--- config.mk ---
export PLATFORM = sky130hd
export DESIGN_NAME = f32e_cell
export DESIGN_NICKNAME = d
export VERILOG_FILES = /design/src/hw/rtl/f32e_pkg.sv /design/src/hw/rtl/f32e_fma.sv /design/src/hw/rtl/f32e_cell.sv
export SDC_FILE = /design/constraint.sdc
export NUM_CORES = 2
export LEC_CHECK = 0
export ABC_AREA = 1
export BUFFER_PORTS_ARGS = -buffer_cell sky130_fd_sc_hd__buf_2
export CAP_MARGIN = 15
export CORE_UTILIZATION = 47
export DETAILED_ROUTE_END_ITERATION = 16
export GPL_TIMING_DRIVEN = 0
export PLACE_DENSITY = 0.67
export SETUP_SLACK_MARGIN = 0.3
export SYNTH_ARGS = -nofsm -noshare
export SYNTH_HDL_FRONTEND = slang
export SYNTH_SLANG_ARGS = --single-unit
export TNS_END_PERCENT = 5
--- constraint.sdc ---
create_clock -name clk -period 14.7 [get_ports clk]
set_input_delay 2.205 -clock clk [delete_from_list [all_inputs] [get_ports clk]]
set_output_delay 2.205 -clock clk [all_outputs]
set_load 0.02 [all_outputs]
--- src/hw/rtl/f32e_pkg.sv ---
// ----------------------------------------------------------------------------
// f32e_pkg: shared types, constants and helpers for the negative expm1 block
// Holds the binary32 constants of the range reduction and the polynomial,
// the operation codes of the cells and the word context that rides along
// the chain of cells.
// ----------------------------------------------------------------------------
package f32e_pkg;

    // Chain geometry: one fused multiply-add per cell, four stages each.
    localparam int N_CELLS    = 12;
    localparam int FMA_STAGES = 4;
    // Edges from the accepting edge to the edge that loads the output register.
    localparam int LATENCY    = N_CELLS * FMA_STAGES;

    // Binary32 constants as raw bits.
    localparam logic [31:0] LOW_CLAMP   = 32'hC18A_A123;
    localparam logic [31:0] MAGIC_BIAS  = 32'h4B40_007F;
    localparam logic [31:0] LOG2E       = 32'h3FB8_AA3B;
    localparam logic [31:0] MINUS_LN2   = 32'hBF31_7218;
    localparam logic [31:0] C6          = 32'h3AB5_B99C;
    localparam logic [31:0] C5          = 32'h3C09_13C7;
    localparam logic [31:0] C4          = 32'h3D2A_AB8B;
    localparam logic [31:0] C3          = 32'h3E2A_AA58;
    localparam logic [31:0] C2          = 32'h3EFF_FFFF;
    localparam logic [31:0] ONE         = 32'h3F80_0000;
    localparam logic [31:0] NEG_ONE     = 32'hBF80_0000;
    localparam logic [31:0] NEG_ZERO    = 32'h8000_0000;
    localparam logic [31:0] QUIET_BIT   = 32'h0040_0000;
    localparam logic [31:0] DEFAULT_NAN = 32'hFFC0_0000;
    localparam logic [31:0] CANON_NAN   = 32'h7FC0_0000;
    localparam int          SCALE_SHIFT = 23;

    // Operation carried out by one cell.
    typedef enum logic [3:0] {
        OP_VN_BIAS   = 4'd0,
        OP_VN_UNBIAS = 4'd1,
        OP_T         = 4'd2,
        OP_HORNER_C5 = 4'd3,
        OP_HORNER_C4 = 4'd4,
        OP_HORNER_C3 = 4'd5,
        OP_HORNER_C2 = 4'd6,
        OP_HORNER_T  = 4'd7,
        OP_TS        = 4'd8,
        OP_SM1       = 4'd9,
        OP_PTS       = 4'd10,
        OP_SUM       = 4'd11
    } op_t;

    // Everything a word needs on its way down the chain.
    typedef struct packed {
        logic        last;
        logic        x_nan;
        logic [31:0] x_raw;
        logic [31:0] x;
        logic [31:0] vn;
        logic [31:0] s;
        logic [31:0] t;
        logic [31:0] p;
        logic [31:0] ts;
        logic [31:0] sm1;
    } ctx_t;

    // The three operands of a*b + c.
    typedef struct packed {
        logic [31:0] a;
        logic [31:0] b;
        logic [31:0] c;
    } fma_ops_t;

    function automatic op_t cell_op(input int unsigned idx);
        op_t op;
        case (idx)
            0:       op = OP_VN_BIAS;
            1:       op = OP_VN_UNBIAS;
            2:       op = OP_T;
            3:       op = OP_HORNER_C5;
            4:       op = OP_HORNER_C4;
            5:       op = OP_HORNER_C3;
            6:       op = OP_HORNER_C2;
            7:       op = OP_HORNER_T;
            8:       op = OP_TS;
            9:       op = OP_SM1;
            10:      op = OP_PTS;
            default: op = OP_SUM;
        endcase
        return op;
    endfunction

    function automatic fma_ops_t pick_ops(input op_t op, input ctx_t cx);
        fma_ops_t o;
        unique case (op)
            OP_VN_BIAS:   o = '{a: cx.x,       b: LOG2E,     c: MAGIC_BIAS};
            OP_VN_UNBIAS: o = '{a: MAGIC_BIAS, b: NEG_ONE,   c: cx.vn};
            OP_T:         o = '{a: cx.vn,      b: MINUS_LN2, c: cx.x};
            OP_HORNER_C5: o = '{a: C6,         b: cx.t,      c: C5};
            OP_HORNER_C4: o = '{a: cx.p,       b: cx.t,      c: C4};
            OP_HORNER_C3: o = '{a: cx.p,       b: cx.t,      c: C3};
            OP_HORNER_C2: o = '{a: cx.p,       b: cx.t,      c: C2};
            OP_HORNER_T:  o = '{a: cx.p,       b: cx.t,      c: NEG_ZERO};
            OP_TS:        o = '{a: cx.t,       b: cx.s,      c: NEG_ZERO};
            OP_SM1:       o = '{a: ONE,        b: NEG_ONE,   c: cx.s};
            OP_PTS:       o = '{a: cx.p,       b: cx.ts,     c: cx.ts};
            OP_SUM:       o = '{a: cx.p,       b: ONE,       c: cx.sm1};
            default:      o = '{a: ONE,        b: ONE,       c: NEG_ZERO};
        endcase
        return o;
    endfunction

    function automatic ctx_t put_result(input op_t op, input ctx_t cx, input logic [31:0] r);
        ctx_t n;
        n = cx;
        unique case (op)
            OP_VN_BIAS:
            begin
                n.vn = r;
                n.s  = r << SCALE_SHIFT;
            end
            OP_VN_UNBIAS: n.vn  = r;
            OP_T:         n.t   = r;
            OP_TS:        n.ts  = r;
            OP_SM1:       n.sm1 = r;
            OP_HORNER_C5, OP_HORNER_C4, OP_HORNER_C3, OP_HORNER_C2,
            OP_HORNER_T, OP_PTS, OP_SUM:
                          n.p   = r;
            default:      n.p   = r;
        endcase
        return n;
    endfunction

endpackage

--- src/hw/rtl/f32e_fma.sv ---
// ----------------------------------------------------------------------------
// f32e_fma: four-stage binary32 fused multiply-add
// Computes a*b + c with one round-to-nearest-even rounding, including
// subnormals, infinities and overflow. A NaN result is the canonical quiet NaN.
// ----------------------------------------------------------------------------
module f32e_fma
    import f32e_pkg::*;
(
    input  logic        clk,
    input  logic [31:0] a,
    input  logic [31:0] b,
    input  logic [31:0] c,
    output logic [31:0] y
);

    // ---------------- stage A: unpack, multiply, classify ----------------
    logic               a_zero, b_zero, a_inf, b_inf, c_inf, any_nan;
    logic        [23:0] ma, mb, mc;
    logic signed [11:0] eau, ebu, ecu;
    logic               sp;
    logic               nan_next, inf_next, infs_next;
    logic        [47:0] mp_next;

    assign a_zero = (a[30:0] == 31'd0);
    assign b_zero = (b[30:0] == 31'd0);
    assign a_inf  = (a[30:23] == 8'hFF) && (a[22:0] == 23'd0);
    assign b_inf  = (b[30:23] == 8'hFF) && (b[22:0] == 23'd0);
    assign c_inf  = (c[30:23] == 8'hFF) && (c[22:0] == 23'd0);
    assign any_nan = ((a[30:23] == 8'hFF) && (a[22:0] != 23'd0))
                  || ((b[30:23] == 8'hFF) && (b[22:0] != 23'd0))
                  || ((c[30:23] == 8'hFF) && (c[22:0] != 23'd0));

    assign ma = {|a[30:23], a[22:0]};
    assign mb = {|b[30:23], b[22:0]};
    assign mc = {|c[30:23], c[22:0]};
    assign eau = (a[30:23] == 8'd0) ? -12'sd126 : $signed({4'd0, a[30:23]}) - 12'sd127;
    assign ebu = (b[30:23] == 8'd0) ? -12'sd126 : $signed({4'd0, b[30:23]}) - 12'sd127;
    assign ecu = (c[30:23] == 8'd0) ? -12'sd126 : $signed({4'd0, c[30:23]}) - 12'sd127;
    assign sp  = a[31] ^ b[31];
    assign mp_next = ma * mb;

    // Invalid: NaN operand, infinity times zero, or infinities of opposite sign.
    assign nan_next  = any_nan || ((a_inf || b_inf) && (a_zero || b_zero))
                    || ((a_inf || b_inf) && c_inf && (sp != c[31]));
    assign inf_next  = !nan_next && (a_inf || b_inf || c_inf);
    assign infs_next = (a_inf || b_inf) ? sp : c[31];

    logic        [47:0] mp_a_reg;
    logic signed [11:0] ep_a_reg, ec_a_reg;
    logic        [23:0] mc_a_reg;
    logic               sp_a_reg, sc_a_reg, nan_a_reg, inf_a_reg, infs_a_reg;

    always_ff @(posedge clk)
    begin
        mp_a_reg   <= mp_next;
        ep_a_reg   <= eau + ebu;
        mc_a_reg   <= mc;
        ec_a_reg   <= ecu;
        sp_a_reg   <= sp;
        sc_a_reg   <= c[31];
        nan_a_reg  <= nan_next;
        inf_a_reg  <= inf_next;
        infs_a_reg <= infs_next;
    end

    // ---------------- stage B: align and add ----------------
    // The product sits at window bits [51:4]; bit 0 is a sticky bit only.
    logic signed [11:0] k, shs, e0_next;
    logic               big_c, eff_sub, a_ge;
    logic         [6:0] sh;
    logic       [103:0] place;
    logic        [79:0] opa, opb, mag_next;
    logic               sgn_next;

    assign k     = ec_a_reg - ep_a_reg + 12'sd23;
    assign big_c = (k > 12'sd51);
    assign shs   = k + 12'sd28;
    assign sh    = big_c ? 7'd79 : ((shs < 12'sd0) ? 7'd0 : shs[6:0]);
    assign place = {80'd0, mc_a_reg} << sh;
    assign opb   = {place[103:25], |place[24:0]};
    assign opa   = big_c ? {79'd0, |mp_a_reg} : {28'd0, mp_a_reg, 4'd0};
    assign e0_next = big_c ? (ec_a_reg - 12'sd78) : (ep_a_reg - 12'sd50);
    assign eff_sub = sp_a_reg ^ sc_a_reg;
    assign a_ge    = (opa >= opb);

    always_comb
    begin
        if (!eff_sub)
        begin
            mag_next = opa + opb;
            sgn_next = sp_a_reg;
        end
        else if (a_ge)
        begin
            mag_next = opa - opb;
            sgn_next = sp_a_reg;
        end
        else
        begin
            mag_next = opb - opa;
            sgn_next = sc_a_reg;
        end
    end

    logic        [79:0] mag_b_reg;
    logic signed [11:0] e0_b_reg;
    logic               sgn_b_reg, zs_b_reg, nan_b_reg, inf_b_reg, infs_b_reg;

    always_ff @(posedge clk)
    begin
        mag_b_reg  <= mag_next;
        e0_b_reg   <= e0_next;
        sgn_b_reg  <= sgn_next;
        zs_b_reg   <= sp_a_reg & sc_a_reg;
        nan_b_reg  <= nan_a_reg;
        inf_b_reg  <= inf_a_reg;
        infs_b_reg <= infs_a_reg;
    end

    // ---------------- stage C: leading one and rounding position ----------------
    logic         [6:0] lead;
    logic signed [11:0] r_norm, r_sub, r_pos, sr_full;

    always_comb
    begin
        lead = 7'd0;
        for (int i = 0; i < 80; i++)
        begin
            if (mag_b_reg[i])
            begin
                lead = 7'(i);
            end
        end
    end

    // Normal results keep 24 bits from the leading one down; tiny ones stop at 2^-149.
    assign r_norm  = $signed({5'd0, lead}) - 12'sd23;
    assign r_sub   = -12'sd149 - e0_b_reg;
    assign r_pos   = (r_norm > r_sub) ? r_norm : r_sub;
    assign sr_full = r_pos + 12'sd24;

    logic        [79:0] mag_c_reg;
    logic         [7:0] sr_c_reg;
    logic signed [11:0] er_c_reg;
    logic               sgn_c_reg, zs_c_reg, zero_c_reg, nan_c_reg, inf_c_reg, infs_c_reg;

    always_ff @(posedge clk)
    begin
        mag_c_reg  <= mag_b_reg;
        sr_c_reg   <= sr_full[7:0];
        er_c_reg   <= e0_b_reg + r_pos;
        sgn_c_reg  <= sgn_b_reg;
        zs_c_reg   <= zs_b_reg;
        zero_c_reg <= (mag_b_reg == 80'd0);
        nan_c_reg  <= nan_b_reg;
        inf_c_reg  <= inf_b_reg;
        infs_c_reg <= infs_b_reg;
    end

    // ---------------- stage D: shift, round, pack ----------------
    logic       [105:0] vwide, q, lost_mask;
    logic        [23:0] mant;
    logic               guard, sticky, inc;
    logic        [24:0] m;
    logic signed [11:0] fld;
    logic        [22:0] frac;
    logic        [31:0] y_next;

    assign vwide     = {mag_c_reg, 26'd0};
    assign q         = vwide >> sr_c_reg;
    assign lost_mask = ~({106{1'b1}} << sr_c_reg);
    assign mant      = q[25:2];
    assign guard     = q[1];
    assign sticky    = q[0] | (|(vwide & lost_mask));
    assign inc       = guard & (sticky | mant[0]);
    assign m         = {1'b0, mant} + {24'd0, inc};
    assign fld       = m[24] ? (er_c_reg + 12'sd151)
                     : (m[23] ? (er_c_reg + 12'sd150) : 12'sd0);
    assign frac      = m[24] ? m[23:1] : m[22:0];

    always_comb
    begin
        priority if (nan_c_reg)
        begin
            y_next = CANON_NAN;
        end
        else if (inf_c_reg)
        begin
            y_next = {infs_c_reg, 8'hFF, 23'd0};
        end
        else if (zero_c_reg)
        begin
            y_next = {zs_c_reg, 31'd0};
        end
        else if (fld > 12'sd254)
        begin
            y_next = {sgn_c_reg, 8'hFF, 23'd0};
        end
        else
        begin
            y_next = {sgn_c_reg, fld[7:0], frac};
        end
    end

    logic [31:0] y_reg;

    always_ff @(posedge clk)
    begin
        y_reg <= y_next;
    end

    assign y = y_reg;

endmodule

--- src/hw/rtl/f32e_cell.sv ---
// ----------------------------------------------------------------------------
// f32e_cell: one step of the evaluation chain
// Picks its operands from the incoming word context, runs one fused
// multiply-add and hands the updated context to the next cell.
// ----------------------------------------------------------------------------
module f32e_cell
    import f32e_pkg::*;
#(
    parameter op_t OP = OP_SUM
)
(
    input  logic clk,
    input  logic rst_n,
    input  logic in_valid,
    input  ctx_t in_ctx,
    output logic out_valid,
    output ctx_t out_ctx
);

    fma_ops_t    ops;
    logic [31:0] fma_y;

    assign ops = pick_ops(OP, in_ctx);

    f32e_fma u_fma (
        .clk (clk),
        .a   (ops.a),
        .b   (ops.b),
        .c   (ops.c),
        .y   (fma_y)
    );

    // The context travels in step with the multiply-add stages.
    logic valid_reg [FMA_STAGES];
    ctx_t ctx_reg   [FMA_STAGES];

    always_ff @(posedge clk or negedge rst_n)
    begin
        if (!rst_n)
        begin
            for (int i = 0; i < FMA_STAGES; i++)
            begin
                valid_reg[i] <= 1'b0;
            end
        end
        else
        begin
            valid_reg[0] <= in_valid;
            for (int i = 1; i < FMA_STAGES; i++)
            begin
                valid_reg[i] <= valid_reg[i-1];
            end
        end
    end

    always_ff @(posedge clk)
    begin
        ctx_reg[0] <= in_ctx;
        for (int i = 1; i < FMA_STAGES; i++)
        begin
            ctx_reg[i] <= ctx_reg[i-1];
        end
    end

    assign out_valid = valid_reg[FMA_STAGES-1];
    assign out_ctx   = put_result(OP, ctx_reg[FMA_STAGES-1], fma_y);

endmodule

; ---- Word level (Yosys, flattened, before mapping)
; Memories as Yosys holds them, arrays and structs flattened.
; Cells that the tools add are included.
[classes]
mux = 95
n_reduce_logical = 28
add_sub_neg = 17
div = 0
bitwise_logic = 7
n_shift = 3
n_eq_ne = 3
multipliers = 0
order_cmp = 5
[op_table]
columns = operator, n
row1 = $mux 6, 32
row2 = $mux 80, 2
row3 = $sub 80x80->80, 2
row4 = $mux 7, 18
row5 = $and 106x106->106, 1
row6 = $not 106->106, 1
row7 = $reduce_or 106->1, 1
row8 = $shl 106x8->106 const A, 1
row9 = $shr 106x8->26, 1
row10 = $shl 24x7->104, 1
row11 = $add 80x80->80, 1
row12 = $ge 80x80->1, 1
row13 = $logic_not 80->1, 1
row14 = $mux 5, 16
row15 = $mux 32, 2
row16 = $mux 51, 1
row17 = $mux 12, 4
row18 = $logic_not 23->1, 2
row19 = $reduce_bool 23->1, 2
row20 = $mux 4, 8
row21 = $logic_not 31->1, 1
row22 = $mux 31, 1
row23 = $add 24x1->25, 1
row24 = $reduce_or 25->1, 1
row25 = 31 further kinds, 56
[totals]
n_memories = 1
ramBits = 1032
in_bits = 261
reg_bits = 316
output_inout_bits = 259
elab_cells = 191
latchBits = 0
romBits = 0
[mem_list]
columns = name, words, width, rd, rd_clocked_by_memory_dff, wr, line_no
row1 = ctx_reg, 4, 258, 4, 0, 4, f32e_cell.sv:35  ; ctx_t ctx_reg [FMA_STAGES];

; ---- Longest topological paths before layout
[logic_depth]
ltp_word = 83
mapped_depth = 111
mapped_depth_nobuf = 110

; ---- Hierarchy
; Synthesis repeated with hierarchy kept, for this count alone.
[unflattened]
cells_unflattened = 8737
area_unflattened_um2 = 69774.4
[by_module_without_submodules]
columns = module, area_each_um2, cells_per_inst, n_inst, seq_area_each_um2
row1 = f32e_fma, 51569.5, 7827, 1, 6666.4
row2 = f32e_cell, 18205.0, 910, 1, 18197.5

; ---- Worst setup path before layout
; Ideal clock, no wire load.
[synth_path]
path_kind = register -> register
start = reg u_fma.mag_b_reg[2]
end = reg u_fma.er_c_reg[11]
path_stages_with_launch = 108
required_time_ns = 14.586
path_slack_ns = 7.299
setup_time_ns = 0.114
period_less_slack_ns = 7.401
path_buffers = 1
t_arrival_ns = 7.287
cell_sequence = dfxtp_1 -> inv_1 -> nand2_1 -> nand2_1 -> nand2_1 -> nand2_1 -> nand2_1 -> nand2_1 -> nand2_1 -> nand2_1 -> nand2_1 -> nand2_1 -> nand2_1 -> nand2_1 -> nand2_1 -> nand2_1 -> nand2_1 -> nand2_1 -> (+72 left out) -> nand2_1 -> clkbuf_1 -> o21ai_0 -> ha_1 -> a21oi_1 -> nand2_1 -> a21oi_1 -> nor2_1 -> o21ai_0 -> nand2_1 -> a21oi_1 -> o21ai_0 -> a21oi_1 -> nor2_1 -> nor2_1 -> xor2_1 -> xnor2_1 -> inv_1
[synth_via]
elab_chain_cells = 82
[synth_rtl]
columns = element, line_no
row1 = start: declaration, f32e_fma.sv:105  ; logic [79:0] mag_b_reg;
row2 = start signal: assignment, f32e_fma.sv:111  ; mag_b_reg <= mag_next;
row3 = $mux 2 * (2 in a row), f32e_fma.sv:129  ; if (mag_b_reg[i])
row4 = $mux 3 * (4 in a row), f32e_fma.sv:129
row5 = $mux 4 * (8 in a row), f32e_fma.sv:129
row6 = $mux 5 * (16 in a row), f32e_fma.sv:129
row7 = $mux 6 * (32 in a row), f32e_fma.sv:129
row8 = $mux 7 * (16 in a row), f32e_fma.sv:129
row9 = $sub 7x5->8 *, f32e_fma.sv:137  ; assign r_norm = $signed({5'd0, lead}) - 12'sd23;
row10 = $gt 12x12->1, f32e_fma.sv:139  ; assign r_pos = (r_norm > r_sub) ? r_norm : r_sub;
row11 = $mux 12 *, f32e_fma.sv:139
row12 = named net u_fma.r_pos[2], f32e_fma.sv:122  ; logic signed [11:0] r_norm, r_sub, r_pos, sr_full;
row13 = $add 12x12->12 *, f32e_fma.sv:151  ; er_c_reg <= e0_b_reg + r_pos;
row14 = end signal: assignment, f32e_fma.sv:151
row15 = end: declaration, f32e_fma.sv:144  ; logic signed [11:0] er_c_reg;
; The timed path passes the listed nets; every way through them passes the cells marked *.
; A chain may end at the register's enable or synchronous reset.

; ---- Worst setup path in the final report
[layout_path]
start = reg u_fma.ep_a_reg[1]
end = reg u_fma.mag_b_reg[37]
[layout_via]
elab_chain_cells = 11
word_cells_on_any_way = 16
classes_between = add/sub (6) / order compare (3) / shift (1) / mux (5) / reduce/logical (1)
[layout_rtl]
columns = element, line_no
row1 = start: declaration, f32e_fma.sv:49  ; logic signed [11:0] ep_a_reg, ec_a_reg;
row2 = start signal: assignment, f32e_fma.sv:56  ; ep_a_reg <= eau + ebu;
row3 = $sub 12x12->12 *, f32e_fma.sv:75  ; assign k = ec_a_reg - ep_a_reg + 12'sd23;
row4 = $add 12x6->12 *, f32e_fma.sv:75
row5 = $add 12x6->12, f32e_fma.sv:77  ; assign shs = k + 12'sd28;
row6 = $lt 12x1->1, f32e_fma.sv:78  ; assign sh = big_c ? 7'd79 : ((shs < 12'sd0) ? 7'd0 : shs[6:0]);
row7 = $mux 7 (2 in a row), f32e_fma.sv:78
row8 = $shl 24x7->104, f32e_fma.sv:79  ; assign place = {80'd0, mc_a_reg} << sh;
row9 = $reduce_or 25->1, f32e_fma.sv:80  ; assign opb = {place[103:25], |place[24:0]};
row10 = $sub 80x80->80 (tied with other cells), f32e_fma.sv:100  ; mag_next = opb - opa;
row11 = $mux 80, f32e_fma.sv:93  ; else if (a_ge)
row12 = $mux 80 *, f32e_fma.sv:88  ; if (!eff_sub)
row13 = named net u_fma.mag_next[37], f32e_fma.sv:72  ; logic [79:0] opa, opb, mag_next;
; Marked as above.

==> impl_metrics.py <==
metrics = {
    "run_status": {
        "outcome": "finished, final reports clean",
    },
    "sta": {
        "hold_viol": 0,
        "timing.max_slew.rel_slack_pct": 8.47,
        "fmaxAchievable_mhz": 89.7,
        "timing.final.ws_setup_ps": 3550,
        "timing.final.crit_share_pct": 75.9,
        "tns_ps": 0,
        "slew_viol_final": 0,
        "clock_skew_ps": 45.3,
        "timing.final.crit_period_ps": 11150,
        "setup_viol_count_final": 0,
        "max_slew.worst_pin.slew_ps": 1360,
        "rsz0062_at_grt": "no",
    },
    "clock_network": {
        "cts-buffers-inserted": 103,
        "cts.reportedPaths.clkPinSlew_ps": 60,
        "cts_hold_buf": 0,
        "htree_num_levels": 3,
        "clk-insertion-delay-late_ps": 700,
        "maximum_clock_path_buffer_count": 3,
        "tritoncts": "done",
        "cts.root.buffer_cell": "sky130_fd_sc_hd__clkbuf_16",
        "cts.sink_count": 1190,
        "post_cts_buffers": 0,
        "cts-resized-gates": 0,
    },
    "critical_path": {
        "r2r_end": "u_fma.mag_b_reg[37]",
        "timing.reg2reg.setup_slack_ps": 3550,
        "worst_setup_path_end_kind": "flip-flop",
        "arrival_time_of_the_worst_setup_path_ps": 11700,
        "worstRegToRegCells": 40,
        "worst-endpoint-required_ps": 15250,
        "critPathMaxFanout": 10,
        "worstReg2RegStart": "u_fma.ep_a_reg[1]",
        "critPathSlowestCell": "sky130_fd_sc_hd__a2111oi_0",
        "critPathMostFrequentCell": "sky130_fd_sc_hd__inv_1",
        "worst_path_largest_cell_delay_ps": 1100,
        "critical_path.startpoint_type": "flip-flop",
        "worstSetupPathType": "flip-flop to flip-flop",
    },
    "detailed_routing": {
        "dr.pass1.iters": 7,
        "drt.antenna.violating_nets": 0,
        "routed_via_density": 5.36,
        "vias": 40600,
        "postRouteWirelength_mm": 178,
        "detail_route.drc_violations": 0,
        "detail_route.wl_per_cell_um": 23.6,
        "drt_iter0_drc": 3631,
    },
    "cells_and_area": {
        "largest_reg_flops": 905,
        "synthToLayoutAreaGrowth_pct": 16.8,
        "layout.cell_area.non_filler_mm2": 0.0536,
        "final_common_cell": "sky130_fd_sc_hd__dfxtp_1",
        "design.final.nets": 6607,
        "layout-drive-gt1-share_pct": 14.4,
        "layout_common_cells": "1186 x sky130_fd_sc_hd__dfxtp_1, 1016 x sky130_fd_sc_hd__nand2_1, 712 x sky130_fd_sc_hd__inv_1",
    },
    "synthesis": {
        "postSynth.asyncResetShare_pct": 0.336,
        "post_synthesis_net_count": 5978,
        "sequential_fraction_of_the_synthesis_area_pct": 51.9,
        "synth-edff-count": 0,
        "synthesis.area_per_instance_um2": 8.23,
        "postSynth.topFlopCell": "sky130_fd_sc_hd__dfxtp_1",
        "post_synth_num_cell_types": 81,
        "netlist_area_pre_place_mm2": 0.0459,
        "register_bit_total_from_synthesis": 1190,
        "yosysWarnings": 0,
        "synth_cells": 5581,
    },
    "hold_path": {
        "hold_path.startpoint": "ctx_reg[1][31]",
        "min-delay-path-class": "flip-flop to flip-flop",
        "timing.hold.worst_path_depth": 0,
        "hold-path-endpoint": "ctx_reg[2][31]",
    },
    "power": {
        "sw_frac_of_total_pct": 48.3,
        "power.internal_mw": 6.93,
        "power.share.clock_pct": 20.3,
        "p_leak_nw": 25.3,
        "cellPowerDensity_mw_per_mm2": 250,
        "power_frac_comb_pct": 50.0,
        "power_frac_seq_pct": 29.7,
        "maximum_vdd_drop_mv": 0.164,
        "p_switching_mw": 6.47,
    },
    "placement": {
        "detailedPlace.worstSlack_ps": 3890,
        "dpl.hpwl_mm": 144,
        "numPortBuffers": 519,
        "globalplace.congestion": 1.06,
        "placed_cell_area_mm2": 0.0502,
    },
    "grt": {
        "pin_count_of_the_biggest_net_entering_global_routing": 17,
        "grt.total_usage_pct": 35.0,
        "grt_pass1_wl_mm": 254,
        "grt_pass1_vias": 39300,
        "grt_remaining_overflow": 0,
        "antenna_found_initial": 5,
    },
    "die": {
        "io_pins": 520,
        "core_area_mm2": 0.0967,
        "fp.dieArea_mm2": 0.0990,
        "core.rowCount": 114,
        "effective_utilization_at_floorplan_pct": 47.5,
        "die_height_um": 315,
        "floorplan.die.width_um": 315,
    },
    "flow_run": {
        "max-cap-violations": 0,
    },
}
==> Yosys cell counts (all sizes together), types with 12 or more instances <==
library cell / n / area [µm²]
nand2: 1023 / 3870
or2: 31 / 194
buf: 83 / 427
a21oi: 273 / 1390
clkbuf: 93 / 349
xnor2: 28 / 245
o31ai: 12 / 123
mux2i: 89 / 891
inv: 782 / 2940
a211oi: 14 / 110
a31oi: 33 / 219
ha: 134 / 1680
o21a: 15 / 113
nand4: 51 / 319
dfxtp: 1186 / 23700
xor2: 127 / 1110
nor2: 606 / 2330
nor4: 47 / 294
o221ai: 18 / 158
nor3: 68 / 350
nand3: 138 / 713
a22oi: 17 / 133
o22ai: 66 / 452
a221oi: 13 / 114
o211ai: 14 / 110
o21ai: 535 / 2750
==> power by group through the flow <==
stage	registers [mW]	logic, mW	clock network, mW
2_1_floorplan	3.94	3.99	0
3_3_place_gp	4.02	6.46	0
3_5_place_dp	4.03	6.42	0
4_1_cts	3.97	6.46	2.77
5_1_grt	4.01	7.11	2.91
6_report	3.98	6.71	2.72
==> worst max-delay path by stage <==
stage / slack, ps / cells after the start / from / to
2_1_floorplan: 7300 / 107 / u_fma.mag_b_reg[2] / u_fma.er_c_reg[11]
3_3_place_gp: 3740 / 41 / u_fma.ep_a_reg[1] / u_fma.mag_b_reg[37]
3_5_place_dp: 3890 / 41 / u_fma.ep_a_reg[1] / u_fma.mag_b_reg[37]
4_1_cts: 3830 / 41 / u_fma.ep_a_reg[1] / u_fma.mag_b_reg[37]
5_1_grt: 3380 / 41 / u_fma.ep_a_reg[1] / u_fma.mag_b_reg[37]
6_report: 3550 / 40 / u_fma.ep_a_reg[1] / u_fma.mag_b_reg[37]
==> critical path, delay by kind of cell, from the launching register on <==
kind	cells	cell delay, ps
AO/OA/AOI/OAI	8	2990
XOR/XNOR	2	680
adder cells (fa/ha/maj)	4	1070
buffers and inverters	14	2670
flip-flops	1	310
AND/OR/NAND/NOR	12	3190
==> cells by family (layout without fill, tap and decap cells) <==
family / Yosys count / after routing / synth area share (%)
adders and majority gates: 136 / 136 / 3.74
xor gates and xnor gates: 155 / 155 / 2.96
other: 0 / 1 / 0
DFF: 1190 / 1190 / 51.9
buffers and inverters: 969 / 1680 / 8.18
AOI/OAI and AO/OA: 1064 / 1064 / 13.4
muxes: 90 / 90 / 1.96
and+or+nand+nor: 1977 / 1977 / 17.8
==> area by class of cell <==
class | count | area (µm²)
diodes | 1 | 2.50
plain buffers | 176 | 776
clock buffers | 147 | 2930
clock inverters | 40 | 558
fillers | 8960 | 43100
inverters | 793 | 2980
multi-input cells | 3422 | 18300
flip-flops and latches | 1190 | 23800
well taps | 1276 | 1600
repair buffers | 524 | 2630
==> per-layer routing <==
metal  track usage (%)  share of wire [%]
met5                 0                  0
met4              22.3                7.1
met3              5.32                6.6
met2              60.3                 48
met1              40.6                 38
==> stage by stage <==
step                      util, %  instances  hold slack, ps  total power [mW]
after floorplan                 -       5581             310              7.93
after global placement       51.8       7376             310              10.5
after detailed placement     51.9       7381             312              10.5
after CTS                    55.5       7568             314              13.2
after global routing         55.5       7569             324              14.0
final                        55.5       7569             309              13.4
(Power assumes the default switching activity.)
